$ cat src/rtl/gbd_pkg.sv
package gbd_pkg;

	localparam int WORD_BITS  = 32;
	localparam int KEPT_BITS  = 64;
	localparam int WIN_BITS   = KEPT_BITS + WORD_BITS;
	localparam int MAX_WANT   = 32;
	localparam int MAX_WIDTH  = 32;
	localparam int ONES_LIMIT = 32;

	localparam int LEN_W  = $clog2(WIN_BITS + 1);
	localparam int NB_W   = 6;
	localparam int CNT_W  = 6;
	localparam int ONES_W = $clog2(ONES_LIMIT);

	typedef logic [WORD_BITS-1:0] word_t;
	typedef logic [WIN_BITS-1:0]  win_t;
	typedef logic [LEN_W-1:0]     len_t;
	typedef logic [CNT_W-1:0]     cnt_t;

	typedef enum logic [1:0] {
		FAULT_NONE     = 2'd0,
		FAULT_PREFIX   = 2'd1,
		FAULT_OVERFLOW = 2'd2
	} fault_t;

	typedef enum logic {
		KIND_GAMMA  = 1'b0,
		KIND_BINARY = 1'b1
	} kind_t;

	// Commands from the sequencer to the bit window.
	typedef struct packed {
		logic load;
		logic merge;
		logic start;
		logic shift;
		logic commit;
		logic trim;
	} win_ctrl_t;

	// Status from the bit window back to the sequencer.
	typedef struct packed {
		logic front;
		logic empty;
		logic over;
	} win_stat_t;

endpackage

$ cat src/rtl/gbd_in_if.sv
interface gbd_in_if;
	import gbd_pkg::*;

	logic              valid;
	logic              ready;
	word_t             word;
	logic [NB_W-1:0]   bit_count;
	logic [NB_W-1:0]   want;
	logic              code_kind;
	logic [NB_W-1:0]   binary_width;

	modport source (
		output valid, word, bit_count, want, code_kind, binary_width,
		input  ready
	);

	modport sink (
		input  valid, word, bit_count, want, code_kind, binary_width,
		output ready
	);
endinterface

$ cat src/rtl/gbd_out_if.sv
interface gbd_out_if;
	import gbd_pkg::*;

	logic       valid;
	logic       ready;
	word_t      value;
	logic       value_valid;
	logic       last;
	logic       satisfied;
	logic [1:0] fault;

	modport source (
		output valid, value, value_valid, last, satisfied, fault,
		input  ready
	);

	modport sink (
		input  valid, value, value_valid, last, satisfied, fault,
		output ready
	);
endinterface

$ cat src/rtl/gbd_bitwin.sv
module gbd_bitwin (
	input  logic                      clk,
	input  logic                      arst_n,
	input  gbd_pkg::win_ctrl_t        ctrl,
	input  gbd_pkg::word_t            word,
	input  logic [gbd_pkg::NB_W-1:0]  bit_count,
	output gbd_pkg::win_stat_t        stat
);
	import gbd_pkg::*;

	win_t            win_q;
	len_t            len_q;
	win_t            w_q;
	len_t            wlen_q;
	word_t           new_q;
	logic [NB_W-1:0] nb_q;

	logic [NB_W-1:0] nb_sat;
	win_t            w_nxt;
	len_t            wlen_nxt;
	win_t            new_placed;

	assign nb_sat = (bit_count > NB_W'(WORD_BITS)) ? NB_W'(WORD_BITS) : bit_count;

	assign w_nxt    = ctrl.shift ? {w_q[WIN_BITS-2:0], 1'b0} : w_q;
	assign wlen_nxt = ctrl.shift ? (wlen_q - len_t'(1)) : wlen_q;

	// New bits sit just behind the kept bits; everything past len_q is zero.
	assign new_placed = {new_q, {(WIN_BITS-WORD_BITS){1'b0}}} >> len_q;

	always_ff @(posedge clk) begin
		if (ctrl.load) begin
			new_q <= word << (NB_W'(WORD_BITS) - nb_sat);
			nb_q  <= nb_sat;
		end
	end

	always_ff @(posedge clk or negedge arst_n) begin
		if (!arst_n) begin
			win_q <= '0;
			len_q <= '0;
		end else begin
			if (ctrl.merge) begin
				win_q <= win_q | new_placed;
				len_q <= len_q + len_t'(nb_q);
			end else if (ctrl.commit) begin
				win_q <= w_nxt;
				len_q <= wlen_nxt;
			end else if (ctrl.trim) begin
				if (len_q > len_t'(KEPT_BITS)) begin
					len_q                           <= len_t'(KEPT_BITS);
					win_q[WIN_BITS-KEPT_BITS-1:0] <= '0;
				end
			end
		end
	end

	always_ff @(posedge clk) begin
		if (ctrl.start) begin
			w_q    <= win_q;
			wlen_q <= len_q;
		end else begin
			w_q    <= w_nxt;
			wlen_q <= wlen_nxt;
		end
	end

	assign stat.front = w_q[WIN_BITS-1];
	assign stat.empty = (wlen_q == '0);
	assign stat.over  = (len_q > len_t'(KEPT_BITS));

	a_merge_fits: assert property (@(posedge clk) disable iff (!arst_n)
		ctrl.merge |-> (len_q <= len_t'(KEPT_BITS)))
		else $error("kept bits exceed the kept limit when new bits arrive");

	a_shift_nonempty: assert property (@(posedge clk) disable iff (!arst_n)
		ctrl.shift |-> (wlen_q != '0))
		else $error("working window shifted while empty");

	a_commit_shrinks: assert property (@(posedge clk) disable iff (!arst_n)
		ctrl.commit |=> (len_q <= $past(len_q)))
		else $error("committing a code grew the window");

endmodule

$ cat src/rtl/gbd_seq.sv
module gbd_seq (
	input  logic               clk,
	input  logic               arst_n,
	gbd_in_if.sink             in_ch,
	gbd_out_if.source          out_ch,
	output gbd_pkg::win_ctrl_t ctrl,
	input  gbd_pkg::win_stat_t stat
);
	import gbd_pkg::*;

	typedef enum logic [7:0] {
		ST_IDLE   = 8'b0000_0001,
		ST_MERGE  = 8'b0000_0010,
		ST_START  = 8'b0000_0100,
		ST_ONES   = 8'b0000_1000,
		ST_SUFFIX = 8'b0001_0000,
		ST_PUSH   = 8'b0010_0000,
		ST_TRIM   = 8'b0100_0000,
		ST_FIN    = 8'b1000_0000
	} state_t;

	state_t            state_q, state_d;
	cnt_t              want_q;
	kind_t             kind_q;
	cnt_t              bw_q;
	cnt_t              n_q;
	fault_t            fault_q;
	word_t             acc_q;
	cnt_t              rem_q;
	logic [ONES_W-1:0] ones_q;
	logic              pend_valid_q;
	word_t             pend_value_q;

	logic   out_valid_q;
	word_t  out_value_q;
	logic   out_vv_q;
	logic   out_last_q;
	logic   out_sat_q;
	fault_t out_fault_q;

	logic  accept, out_free, sat;
	logic  do_begin, count_one, to_suffix, suffix_bit, do_push;
	logic  emit_mid, emit_final, set_prefix, set_overflow;
	cnt_t  want_sat, bw_sat;
	word_t value_nxt;

	assign accept   = in_ch.valid && in_ch.ready;
	assign out_free = !out_valid_q || out_ch.ready;
	assign sat      = (n_q == want_q) && (want_q != '0);

	assign want_sat = (in_ch.want > cnt_t'(MAX_WANT)) ? cnt_t'(MAX_WANT) : in_ch.want;

	always_comb begin
		if (in_ch.binary_width == '0) begin
			bw_sat = cnt_t'(1);
		end else if (in_ch.binary_width > cnt_t'(MAX_WIDTH)) begin
			bw_sat = cnt_t'(MAX_WIDTH);
		end else begin
			bw_sat = in_ch.binary_width;
		end
	end

	// Gamma codes carry an implied leading one and an offset of one.
	assign value_nxt = acc_q - {{(WORD_BITS-1){1'b0}}, (kind_q == KIND_GAMMA)};

	always_comb begin
		state_d      = state_q;
		ctrl         = '0;
		do_begin     = 1'b0;
		count_one    = 1'b0;
		to_suffix    = 1'b0;
		suffix_bit   = 1'b0;
		do_push      = 1'b0;
		emit_mid     = 1'b0;
		emit_final   = 1'b0;
		set_prefix   = 1'b0;
		set_overflow = 1'b0;
		unique case (state_q)
			ST_IDLE: begin
				if (accept) begin
					ctrl.load = 1'b1;
					state_d   = ST_MERGE;
				end
			end
			ST_MERGE: begin
				ctrl.merge = 1'b1;
				state_d    = ST_START;
			end
			ST_START: begin
				if (n_q == want_q) begin
					state_d = ST_TRIM;
				end else begin
					ctrl.start = 1'b1;
					do_begin   = 1'b1;
					state_d    = (kind_q == KIND_GAMMA) ? ST_ONES : ST_SUFFIX;
				end
			end
			ST_ONES: begin
				if (stat.empty) begin
					state_d = ST_TRIM;
				end else if (stat.front) begin
					ctrl.shift = 1'b1;
					if (ones_q == ONES_W'(ONES_LIMIT - 1)) begin
						ctrl.commit = 1'b1;
						set_prefix  = 1'b1;
						state_d     = ST_TRIM;
					end else begin
						count_one = 1'b1;
					end
				end else begin
					ctrl.shift = 1'b1;
					to_suffix  = 1'b1;
					state_d    = ST_SUFFIX;
				end
			end
			ST_SUFFIX: begin
				if (rem_q == '0) begin
					state_d = ST_PUSH;
				end else if (stat.empty) begin
					state_d = ST_TRIM;
				end else begin
					ctrl.shift = 1'b1;
					suffix_bit = 1'b1;
				end
			end
			ST_PUSH: begin
				if (!pend_valid_q || out_free) begin
					do_push     = 1'b1;
					emit_mid    = pend_valid_q;
					ctrl.commit = 1'b1;
					state_d     = ST_START;
				end
			end
			ST_TRIM: begin
				ctrl.trim    = 1'b1;
				set_overflow = (fault_q == FAULT_NONE) && stat.over;
				state_d      = ST_FIN;
			end
			ST_FIN: begin
				if ((fault_q == FAULT_PREFIX) && pend_valid_q) begin
					emit_mid = out_free;
				end else if ((fault_q != FAULT_NONE) || pend_valid_q) begin
					if (out_free) begin
						emit_final = 1'b1;
						state_d    = ST_IDLE;
					end
				end else begin
					state_d = ST_IDLE;
				end
			end
			default: begin
				state_d = ST_IDLE;
			end
		endcase
	end

	always_ff @(posedge clk or negedge arst_n) begin
		if (!arst_n) begin
			state_q      <= ST_IDLE;
			n_q          <= '0;
			fault_q      <= FAULT_NONE;
			pend_valid_q <= 1'b0;
			out_valid_q  <= 1'b0;
		end else begin
			state_q <= state_d;
			if (ctrl.load) begin
				n_q     <= '0;
				fault_q <= FAULT_NONE;
			end else begin
				if (do_push) begin
					n_q <= n_q + cnt_t'(1);
				end
				if (set_prefix) begin
					fault_q <= FAULT_PREFIX;
				end else if (set_overflow) begin
					fault_q <= FAULT_OVERFLOW;
				end
			end
			if (do_push) begin
				pend_valid_q <= 1'b1;
			end else if (emit_mid || emit_final) begin
				pend_valid_q <= 1'b0;
			end
			if (emit_mid || emit_final) begin
				out_valid_q <= 1'b1;
			end else if (out_ch.ready) begin
				out_valid_q <= 1'b0;
			end
		end
	end

	always_ff @(posedge clk) begin
		if (ctrl.load) begin
			want_q <= want_sat;
			kind_q <= kind_t'(in_ch.code_kind);
			bw_q   <= bw_sat;
		end
		if (do_begin) begin
			ones_q <= '0;
			rem_q  <= bw_q;
			acc_q  <= '0;
		end else if (count_one) begin
			ones_q <= ones_q + ONES_W'(1);
		end else if (to_suffix) begin
			rem_q <= cnt_t'(ones_q);
			acc_q <= word_t'(1);
		end else if (suffix_bit) begin
			acc_q <= {acc_q[WORD_BITS-2:0], stat.front};
			rem_q <= rem_q - cnt_t'(1);
		end
		if (do_push) begin
			pend_value_q <= value_nxt;
		end
		if (emit_mid) begin
			out_value_q <= pend_value_q;
			out_vv_q    <= 1'b1;
			out_last_q  <= 1'b0;
			out_sat_q   <= 1'b0;
			out_fault_q <= FAULT_NONE;
		end else if (emit_final) begin
			out_value_q <= pend_valid_q ? pend_value_q : '0;
			out_vv_q    <= pend_valid_q;
			out_last_q  <= 1'b1;
			out_sat_q   <= sat;
			out_fault_q <= fault_q;
		end
	end

	assign in_ch.ready        = (state_q == ST_IDLE);
	assign out_ch.valid       = out_valid_q;
	assign out_ch.value       = out_value_q;
	assign out_ch.value_valid = out_vv_q;
	assign out_ch.last        = out_last_q;
	assign out_ch.satisfied   = out_sat_q;
	assign out_ch.fault       = out_fault_q;

	a_idle_no_pending: assert property (@(posedge clk) disable iff (!arst_n)
		(state_q == ST_IDLE) |-> !pend_valid_q)
		else $error("a decoded value was left behind at the end of an item");

	a_count_bounded: assert property (@(posedge clk) disable iff (!arst_n)
		(state_q != ST_IDLE) && (state_q != ST_MERGE) |-> (n_q <= want_q))
		else $error("more values decoded than wanted");

	a_empty_beat_last: assert property (@(posedge clk) disable iff (!arst_n)
		out_valid_q && (!out_vv_q || (out_fault_q != FAULT_NONE)) |-> out_last_q)
		else $error("an empty or faulted beat is not the final one");

endmodule

$ cat src/rtl/gamma_bitstream_decoder_core.sv
// Gamma bit-stream decoder. Each input beat appends up to 32 stream bits (the
// first stream bit in bit bit_count-1 of word) behind the bits kept from earlier
// beats, then decodes numbers from the front of that window until "want"
// numbers are out or no complete code remains. With code_kind 0 the codes are
// zero-origin gamma (k ones, a zero, k suffix bits, value 2^k + suffix - 1);
// with code_kind 1 they are plain binary numbers of binary_width bits. An
// incomplete trailing code stays behind as raw bits, so a later beat may read
// it under either kind. Each output beat carries one value; the final beat of
// an item has last set, satisfied set when a nonzero wanted count was reached, and a
// fault code: 1 when 32 ones start a gamma code (those ones are dropped and the
// item stops), 2 when more than 64 bits would be kept (the newest are dropped).
// A faulting item with no value to report yields one beat with value_valid 0;
// an item with neither values nor a fault yields no output beat at all.
// The decoder works on one item at a time: in_ch.ready is high only between
// items. While a code is read, the window is walked one bit per cycle by a
// single shift register. Besides its code bits, each value also takes a step
// to see that the code is complete, a step to hand the value over and a step
// to start the next code. Handing a value over may wait for the output side
// to take a beat. Results leave through an output register, so the next item
// is taken while the final beat of the previous one is still waiting.
module gamma_bitstream_decoder_core (
	input  logic       clk,
	input  logic       arst_n,
	gbd_in_if.sink     in_ch,
	gbd_out_if.source  out_ch
);
	import gbd_pkg::*;

	win_ctrl_t win_ctrl;
	win_stat_t win_stat;

	// Sequencer: code parsing, value accumulation, result ordering and the
	// output register.
	gbd_seq u_seq (
		.clk    (clk),
		.arst_n (arst_n),
		.in_ch  (in_ch),
		.out_ch (out_ch),
		.ctrl   (win_ctrl),
		.stat   (win_stat)
	);

	// Bit window: kept bits plus the new word, and a working copy that is
	// shifted one bit per cycle while a code is read. The working copy is
	// committed back only when a code completes or its prefix faults, so a partial code is kept.
	gbd_bitwin u_bitwin (
		.clk       (clk),
		.arst_n    (arst_n),
		.ctrl      (win_ctrl),
		.word      (in_ch.word),
		.bit_count (in_ch.bit_count),
		.stat      (win_stat)
	);

endmodule
$ cat src/flat_wrapper.sv
// flat-port wrapper written by rule: the top's interface ports become plain ports
module gamma_bitstream_decoder_core_flat import gbd_pkg::*;
  (clk, arst_n, in_ch_valid, in_ch_word, in_ch_bit_count, in_ch_want, in_ch_code_kind, in_ch_binary_width, in_ch_ready, out_ch_valid, out_ch_value, out_ch_value_valid, out_ch_last, out_ch_satisfied, out_ch_fault, out_ch_ready);
  gbd_in_if in_ch_i ();
  gbd_out_if out_ch_i ();
  input  logic clk;
  input  logic arst_n;
  input wire logic [$bits(in_ch_i.valid)-1:0] in_ch_valid;
  input wire logic [$bits(in_ch_i.word)-1:0] in_ch_word;
  input wire logic [$bits(in_ch_i.bit_count)-1:0] in_ch_bit_count;
  input wire logic [$bits(in_ch_i.want)-1:0] in_ch_want;
  input wire logic [$bits(in_ch_i.code_kind)-1:0] in_ch_code_kind;
  input wire logic [$bits(in_ch_i.binary_width)-1:0] in_ch_binary_width;
  output wire logic [$bits(in_ch_i.ready)-1:0] in_ch_ready;
  output wire logic [$bits(out_ch_i.valid)-1:0] out_ch_valid;
  output wire logic [$bits(out_ch_i.value)-1:0] out_ch_value;
  output wire logic [$bits(out_ch_i.value_valid)-1:0] out_ch_value_valid;
  output wire logic [$bits(out_ch_i.last)-1:0] out_ch_last;
  output wire logic [$bits(out_ch_i.satisfied)-1:0] out_ch_satisfied;
  output wire logic [$bits(out_ch_i.fault)-1:0] out_ch_fault;
  input wire logic [$bits(out_ch_i.ready)-1:0] out_ch_ready;
  assign in_ch_i.valid = in_ch_valid;
  assign in_ch_i.word = in_ch_word;
  assign in_ch_i.bit_count = in_ch_bit_count;
  assign in_ch_i.want = in_ch_want;
  assign in_ch_i.code_kind = in_ch_code_kind;
  assign in_ch_i.binary_width = in_ch_binary_width;
  assign in_ch_ready = in_ch_i.ready;
  assign out_ch_valid = out_ch_i.valid;
  assign out_ch_value = out_ch_i.value;
  assign out_ch_value_valid = out_ch_i.value_valid;
  assign out_ch_last = out_ch_i.last;
  assign out_ch_satisfied = out_ch_i.satisfied;
  assign out_ch_fault = out_ch_i.fault;
  assign out_ch_i.ready = out_ch_ready;
  gamma_bitstream_decoder_core u_core (.clk(clk), .arst_n(arst_n), .in_ch(in_ch_i), .out_ch(out_ch_i));
endmodule
$ cat config.mk
export PLATFORM = sky130hd
export DESIGN_NAME = gamma_bitstream_decoder_core_flat
export DESIGN_NICKNAME = d
export VERILOG_FILES = /design/src/rtl/gbd_pkg.sv /design/src/rtl/gbd_in_if.sv /design/src/rtl/gbd_out_if.sv /design/src/rtl/gbd_bitwin.sv /design/src/rtl/gbd_seq.sv /design/src/rtl/gamma_bitstream_decoder_core.sv /design/src/flat_wrapper.sv
export SDC_FILE = /design/constraint.sdc
export NUM_CORES = 1
export LEC_CHECK = 0
export BUFFER_PORTS_ARGS = -buffer_cell sky130_fd_sc_hd__buf_4
export CAP_MARGIN = 20
export CORE_MARGIN = 4
export CORE_UTILIZATION = 55
export CTS_CLUSTER_DIAMETER = 100
export DETAILED_ROUTE_END_ITERATION = 8
export HOLD_SLACK_MARGIN = 0.15
export PLACE_DENSITY = 0.72
export RECOVER_POWER = 50
export SLEW_MARGIN = 20
export SYNTH_ARGS = -nofsm -noshare
export SYNTH_HDL_FRONTEND = slang
export SYNTH_SLANG_ARGS = --single-unit
$ cat constraint.sdc
create_clock -name clk -period 6.1 [get_ports clk]
set_input_delay 1.22 -clock clk [delete_from_list [all_inputs] [get_ports clk]]
set_output_delay 1.22 -clock clk [all_outputs]
set_load 0.05 [all_outputs]
### Yosys cells after proc, flatten, opt, wreduce, memory -nomap -nowiden

Index checks and enable logic that the tools add are counted.

| word-level totals | value |
|---|---|
| register bits | 387 |
| output and inout port bits | 39 |

| operators by class | value |
|---|---|
| bitwise logic cells | 3 |
| $add $sub $neg | 7 |
| shifts and indexed selects | 2 |
| multiplexer cells | 79 |
| order comparisons | 4 |
| equal/unequal tests | 18 |
| reductions and logical operators | 31 |

Operator list:

| kind | number |
|---|---|
| 96-bit 2-to-1 mux | 3 |
| 32-bit 2-to-1 mux | 8 |
| 96-bit bitwise OR | 1 |
| 96-bit by 7-bit right shift with 96-bit output | 1 |
| 8-bit 2-to-1 mux | 10 |
| 64-bit 2-to-1 mux | 1 |
| 8-bit one-hot mux with 8 select lines | 1 |
| 7-bit 2-to-1 mux | 7 |
| 6-bit 2-to-1 mux | 8 |
| 1-bit 2-to-1 mux | 33 |
| 32-bit by 6-bit << shifter with 32-bit output | 1 |
| 32-bit by 1-bit subtractor with 32-bit output | 1 |
| 6-bit greater-than comparator, second input constant | 3 |
| 2-bit nonzero test | 7 |
| 6-bit logical NOT | 2 |
| 3-bit nonzero test | 4 |
| 8-bit by 1-bit == test with 1-bit output, second input constant | 1 |
| 8-bit by 2-bit == test with 1-bit output, second input constant | 1 |
| 8-bit by 3-bit == test with 1-bit output, second input constant | 1 |
| 8-bit by 4-bit == test with 1-bit output, second input constant | 1 |
| 8-bit by 5-bit == test with 1-bit output, second input constant | 1 |
| 8-bit by 6-bit == test with 1-bit output, second input constant | 1 |
| 8-bit by 7-bit == test with 1-bit output, second input constant | 1 |
| 8-bit == test, second input constant | 1 |
| other kinds (27) | 45 |

### Depth between registers and ports, before layout

| depth | value |
|---|---|
| depth after elaboration | 9 |
| depth in mapped cells | 11 |
| mapped depth without buffers | 8 |

### Cells and area by module

A second synthesis with hierarchy kept.

| second synthesis, totals | value |
|---|---|
| cells, all modules | 2147 |
| area total of the unflattened synthesis | 22602.9 um2 |

By module, submodules not included:

| module | area each (um2) | times used | cells an instance | sequential area each (um2) |
|---|---|---|---|---|
| gbd_bitwin | 16208.0 | 1 | 1567 | 5780.5 |
| gbd_seq | 6394.9 | 1 | 580 | 3784.9 |

### Worst setup path before layout

No wires, ideal clock.

| path | value |
|---|---|
| kind | reg-to-reg |
| from | reg u_core.u_seq.state_q[1] |
| to | reg u_core.u_bitwin.nb_q[0], enable pin |
| buffers on the path | 1 |
| setup time | 0.435 ns |
| cell stages (with the launch flop) | 7 |
| arrival time | 3.471 ns |
| slack | 2.195 ns |
| required time | 5.665 ns |
| cell sequence | dfrtp_1 > nor2_1 > nand3_1 > or3b_2 > inv_1 > and2_1 > clkbuf_1 |

RTL lines:

| element | RTL line | RTL |
|---|---|---|
| from (decl) | gbd_seq.sv:22 | `state_t state_q, state_d;` |
| from (signal assigned) | gbd_seq.sv:165 | `state_q <= state_d;` |
| to (signal assigned) | gbd_bitwin.sv:34 | `nb_q <= nb_sat;` |
| to (decl) | gbd_bitwin.sv:16 | `logic [NB_W-1:0] nb_q;` |

### Worst setup path after layout

| path | value |
|---|---|
| from | reg u_core.u_seq.rem_q[0] |
| to | reg u_core.u_seq.rem_q[2], enable pin |

| between the ends | value |
|---|---|
| word-level cells in the longest chain between the ends | 5 |

RTL lines:

| element | RTL line | RTL |
|---|---|---|
| from (decl) | gbd_seq.sv:29 | `cnt_t rem_q;` |
| from (signal assigned) | gbd_seq.sv:200 | `rem_q <= bw_q;` |
| from (signal assigned) | gbd_seq.sv:205 | `rem_q <= cnt_t'(ones_q);` |
| from (signal assigned) | gbd_seq.sv:209 | `rem_q <= rem_q - cnt_t'(1);` |
| 6-bit logical NOT | gbd_seq.sv:117 | `if (rem_q == '0) begin` |
| 1-bit 2-to-1 mux | gbd_seq.sv:117 |  |
| 1-bit 2-to-1 mux | gbd_seq.sv:78 | `unique case (state_q)` |
| 3-bit nonzero test (no source line) | -- |  |
| 2-bit AND reduction (no source line) | -- |  |

Every way passes these cells.
A chain may end at the register's enable or synchronous reset.

==> impl_metrics.py <==
metrics = {
    "worst_setup_path": {
        "reg2reg_to": "u_core.u_seq.rem_q[2]$_DFFE_PP_",
        "arrival_ns": 5.03,
        "r2r_slack_ns": 1.29,
        "timing.rr.start": "u_core.u_seq.rem_q[0]$_DFFE_PP_",
        "cp-start-kind": "register",
        "cp-end-kind": "register",
        "slowest_delay_ns": 1.06,
        "path_delay_family": "buffers and inverters",
        "crit_path_end": "u_core.u_seq.rem_q[2]$_DFFE_PP_",
        "cp.required_ns": 6.32,
        "path_class": "register to register",
        "reg2reg_depth": 10,
        "cp_slowest_cell": "clkbuf_1",
        "worstSetupStartpoint": "u_core.u_seq.rem_q[0]$_DFFE_PP_",
        "worstPathMaxFanout": 35,
        "worst-path-buf-inv": 4,
        "critical_path_depth": 10,
        "path_cells": "inv_1 -> ha_1 -> nand2b_1 -> nor4_1 -> or3_1 -> nor2_2 -> clkbuf_1 -> nor3_2 -> clkbuf_1 -> inv_1",
    },
    "drt": {
        "dr.pass1.iters": 7,
        "drt-total-wl_mm": 60.98,
        "antenna_left": 0,
        "wire_per_inst_um": 23.03,
        "drc": 0,
        "vias_per_cell": 6.573,
        "drt_iter0_drc": 1932,
        "num_vias": 17405,
    },
    "cts": {
        "ctsHoldBuffers": 0,
        "cts_tree": "yes",
        "cts_resized": 0,
        "cts_setup_buffers": 0,
        "insertion_delay_ns": 0.59,
        "root_buffer": "clkbuf_16",
        "path_clk_slew_ns": 0.06,
        "clock_sinks": 387,
        "cts_buffer_depth": 3,
        "cts_made_buffers": 42,
        "htree_num_levels": 2,
    },
    "global_route": {
        "grt_pass1_vias": 16771,
        "grt_usage_pct": 28.92,
        "antenna_found_initial": 2,
        "overflow": 0,
        "grt_max_degree": 118,
        "grt_pass1_wl_mm": 96.31,
    },
    "run": {
        "max_cap_viol_count": 6,
    },
    "synth": {
        "seq_area_frac_synth_pct": 45.29,
        "synth_top_area_share_pct": 17.20,
        "yosys_warnings": 0,
        "yosys-top-cells-area": "edfxtp_1, dfrtp_1, dfxtp_1",
        "ys.flop_type": "dfxtp_1",
        "syn_area_mm2": 0.02112,
        "syn_nets": 2149,
        "synth-edff-count": 121,
        "ys_ff_latch": 387,
        "syn_avg_cell_area_um2": 10.16,
        "netlist_instances": 2079,
        "synth.distinct_cells": 97,
        "yosys.area.top_type": "edfxtp_1",
        "async_reset_ff_share_pct": 31.27,
    },
    "floorplanning": {
        "boundaryPins": 94,
        "die_w_um": 204.0,
        "start_util_pct": 55.94,
        "num_rows": 71,
        "core-area_mm2": 0.03776,
        "die-area_mm2": 0.04160,
        "chipHeight_um": 204.0,
    },
    "status": {
        "outcome": "finished, violations left",
        "violations": "capacitance limit, slew limit",
    },
    "placed_design": {
        "dp_hpwl_mm": 41.73,
        "gp_congestion": 0.9953,
        "dp_slack_ns": 1.903,
        "port_buffers": 93,
    },
    "sta": {
        "tightestPinTransition_ns": 3.249,
        "drv_slew": 300,
        "finalSetupTns_ns": 0,
        "rsz0062_at_grt": "false",
        "finalCriticalPeriod_ns": 4.806,
        "fin_skew_ns": 0.03989,
        "relSlewSlack_pct": -116.6,
        "fmaxAchievable_mhz": 208.1,
        "post-route-period-util_pct": 78.78,
        "final-setup-viol-count": 0,
        "hold_violations": 0,
        "fin_ws_ns": 1.294,
    },
    "cells_and_area": {
        "drive_gt1_share_pct": 12.45,
        "area_growth_pct": 9.857,
        "multiInputGateArea_mm2": 0.01068,
        "seq_area_mm2": 0.009569,
        "layout_common_cells": "nor2_1, a21oi_1, mux2i_1",
        "layout_commonest_cell": "nor2_1",
        "fill_cells": 3162,
        "nNetsFinal": 2172,
    },
    "hold_path": {
        "hold_class": "register to register",
    },
    "pwr": {
        "power_density_mw_per_mm2": 488.5,
        "peakVddDrop_uv": 243.2,
        "p_leak_nw": 8.414,
    },
}
[logic make-up after synthesis]
family / after synthesis / share of synthesized area (%)
AOI/OAI and AO/OA: 583 / 18.09
xor gates and xnor gates: 61 / 2.530
and+or+nand+nor: 602 / 13.81
DFF: 387 / 45.29
muxes: 250 / 15.19
adders and majority gates: 15 / 0.9241
buffers and inverters: 181 / 4.164
[worst register-to-register path: cells and delay by family (launching register included)]
kind | cells | cell delay [ns]
and+or+nand+nor | 5 | 1.64
DFF | 1 | 0.42
adders and majority gates | 1 | 0.17
buffers and inverters | 4 | 2.22
[how the worst min path moves through the flow]
stage,from,endpoint,slack [ns],cells after the start
final,u_core.u_bitwin.win_q[0]$_DFFE_PN0P_,u_core.u_bitwin.w_q[0]$_DFF_P_,0.47,2
after floorplan,u_core.u_bitwin.win_q[0]$_DFFE_PN0P_,u_core.u_bitwin.w_q[0]$_DFF_P_,0.43,2
after CTS,u_core.u_bitwin.win_q[0]$_DFFE_PN0P_,u_core.u_bitwin.w_q[0]$_DFF_P_,0.47,2
after global placement,u_core.u_bitwin.win_q[0]$_DFFE_PN0P_,u_core.u_bitwin.w_q[0]$_DFF_P_,0.45,2
after detailed placement,u_core.u_bitwin.win_q[0]$_DFFE_PN0P_,u_core.u_bitwin.w_q[0]$_DFF_P_,0.45,2
after global routing,u_core.u_bitwin.win_q[0]$_DFFE_PN0P_,u_core.u_bitwin.w_q[0]$_DFF_P_,0.49,2
[flip-flops by register name, indices dropped and copies added (netlist names), 7 cells and up]
name,count
u_core.u_seq.out_ch.value,32
u_core.u_bitwin.new_q,32
u_core.u_seq.state_q,8
u_core.u_bitwin.wlen_q,7
u_core.u_bitwin.w_q,96
u_core.u_bitwin.len_q,7
u_core.u_bitwin.win_q,96
u_core.u_seq.pend_value_q,32
u_core.u_seq.acc_q,32
[per-layer routing]
metal | part of all wire, % | global-route usage (%) | up-vias
met5 | 0.044 | 0 | -
met4 | 3.9 | 11.03 | 4
met3 | 8.1 | 5.316 | 178
met2 | 46 | 45.72 | 826
met1 | 42 | 40.08 | 8536
li1 | - | - | 7861
[stage by stage]
stage | hold WS, ns | cell area (um2) | instances | power, W | util (%)
after floorplan | 0.4330 | 21120 | 2079 | 0.007040 | -
after global placement | 0.4450 | 22050 | 2569 | 0.008517 | 58.40
after detailed placement | 0.4481 | 22050 | 2569 | 0.008612 | 58.40
after CTS | 0.4660 | 23440 | 2647 | 0.01117 | 62.09
after global routing | 0.4894 | 23200 | 2647 | 0.01180 | 61.45
final | 0.4697 | 23200 | 2648 | 0.01134 | 61.46
[cell type report]
cell class | count | share of cell area, %
inverter | 29 | 0.4691
antenna | 1 | 0.01078
multi-input combinational | 1511 | 46.02
tap | 511 | 2.755
clock buffer | 64 | 5.360
timing repair buffer | 131 | 3.505
clock inverter | 14 | 0.6417
sequential | 387 | 41.24
[synthesized netlist by cell type, drive strengths merged (7+ instances only)]
cell / n
and2: 44
nor3: 57
nand3: 42
xnor2: 27
a22o: 34
o21ai: 83
o31ai: 7
o221ai: 8
a211oi: 60
mux2: 34
nor2: 220
nand2b: 14
a2111oi: 16
o21a: 8
o211ai: 10
dfrtp: 120
a21oi: 202
mux2i: 165
nor2b: 18
a31oi: 38
nand2: 129
a221oi: 14
a2bb2oi: 8
a21o: 12
and3: 12
nor4: 20
xor2: 34
mux4: 51
edfxtp: 121
a22oi: 9
clkbuf: 104
o22ai: 21
buf: 48
a32o: 8
ha: 14
inv: 28
dfxtp: 145
or3: 9
[report_power, final]
part | total (W) | internal [W] | switching, W
clock | 0.00254 | 0.00147 | 0.00107
combinational | 0.00496 | 0.00170 | 0.00326
sequential | 0.00384 | 0.00334 | 0.000499
total | 0.0113 | 0.00651 | 0.00482
No activity file was read; power rests on OpenSTA's default activity.
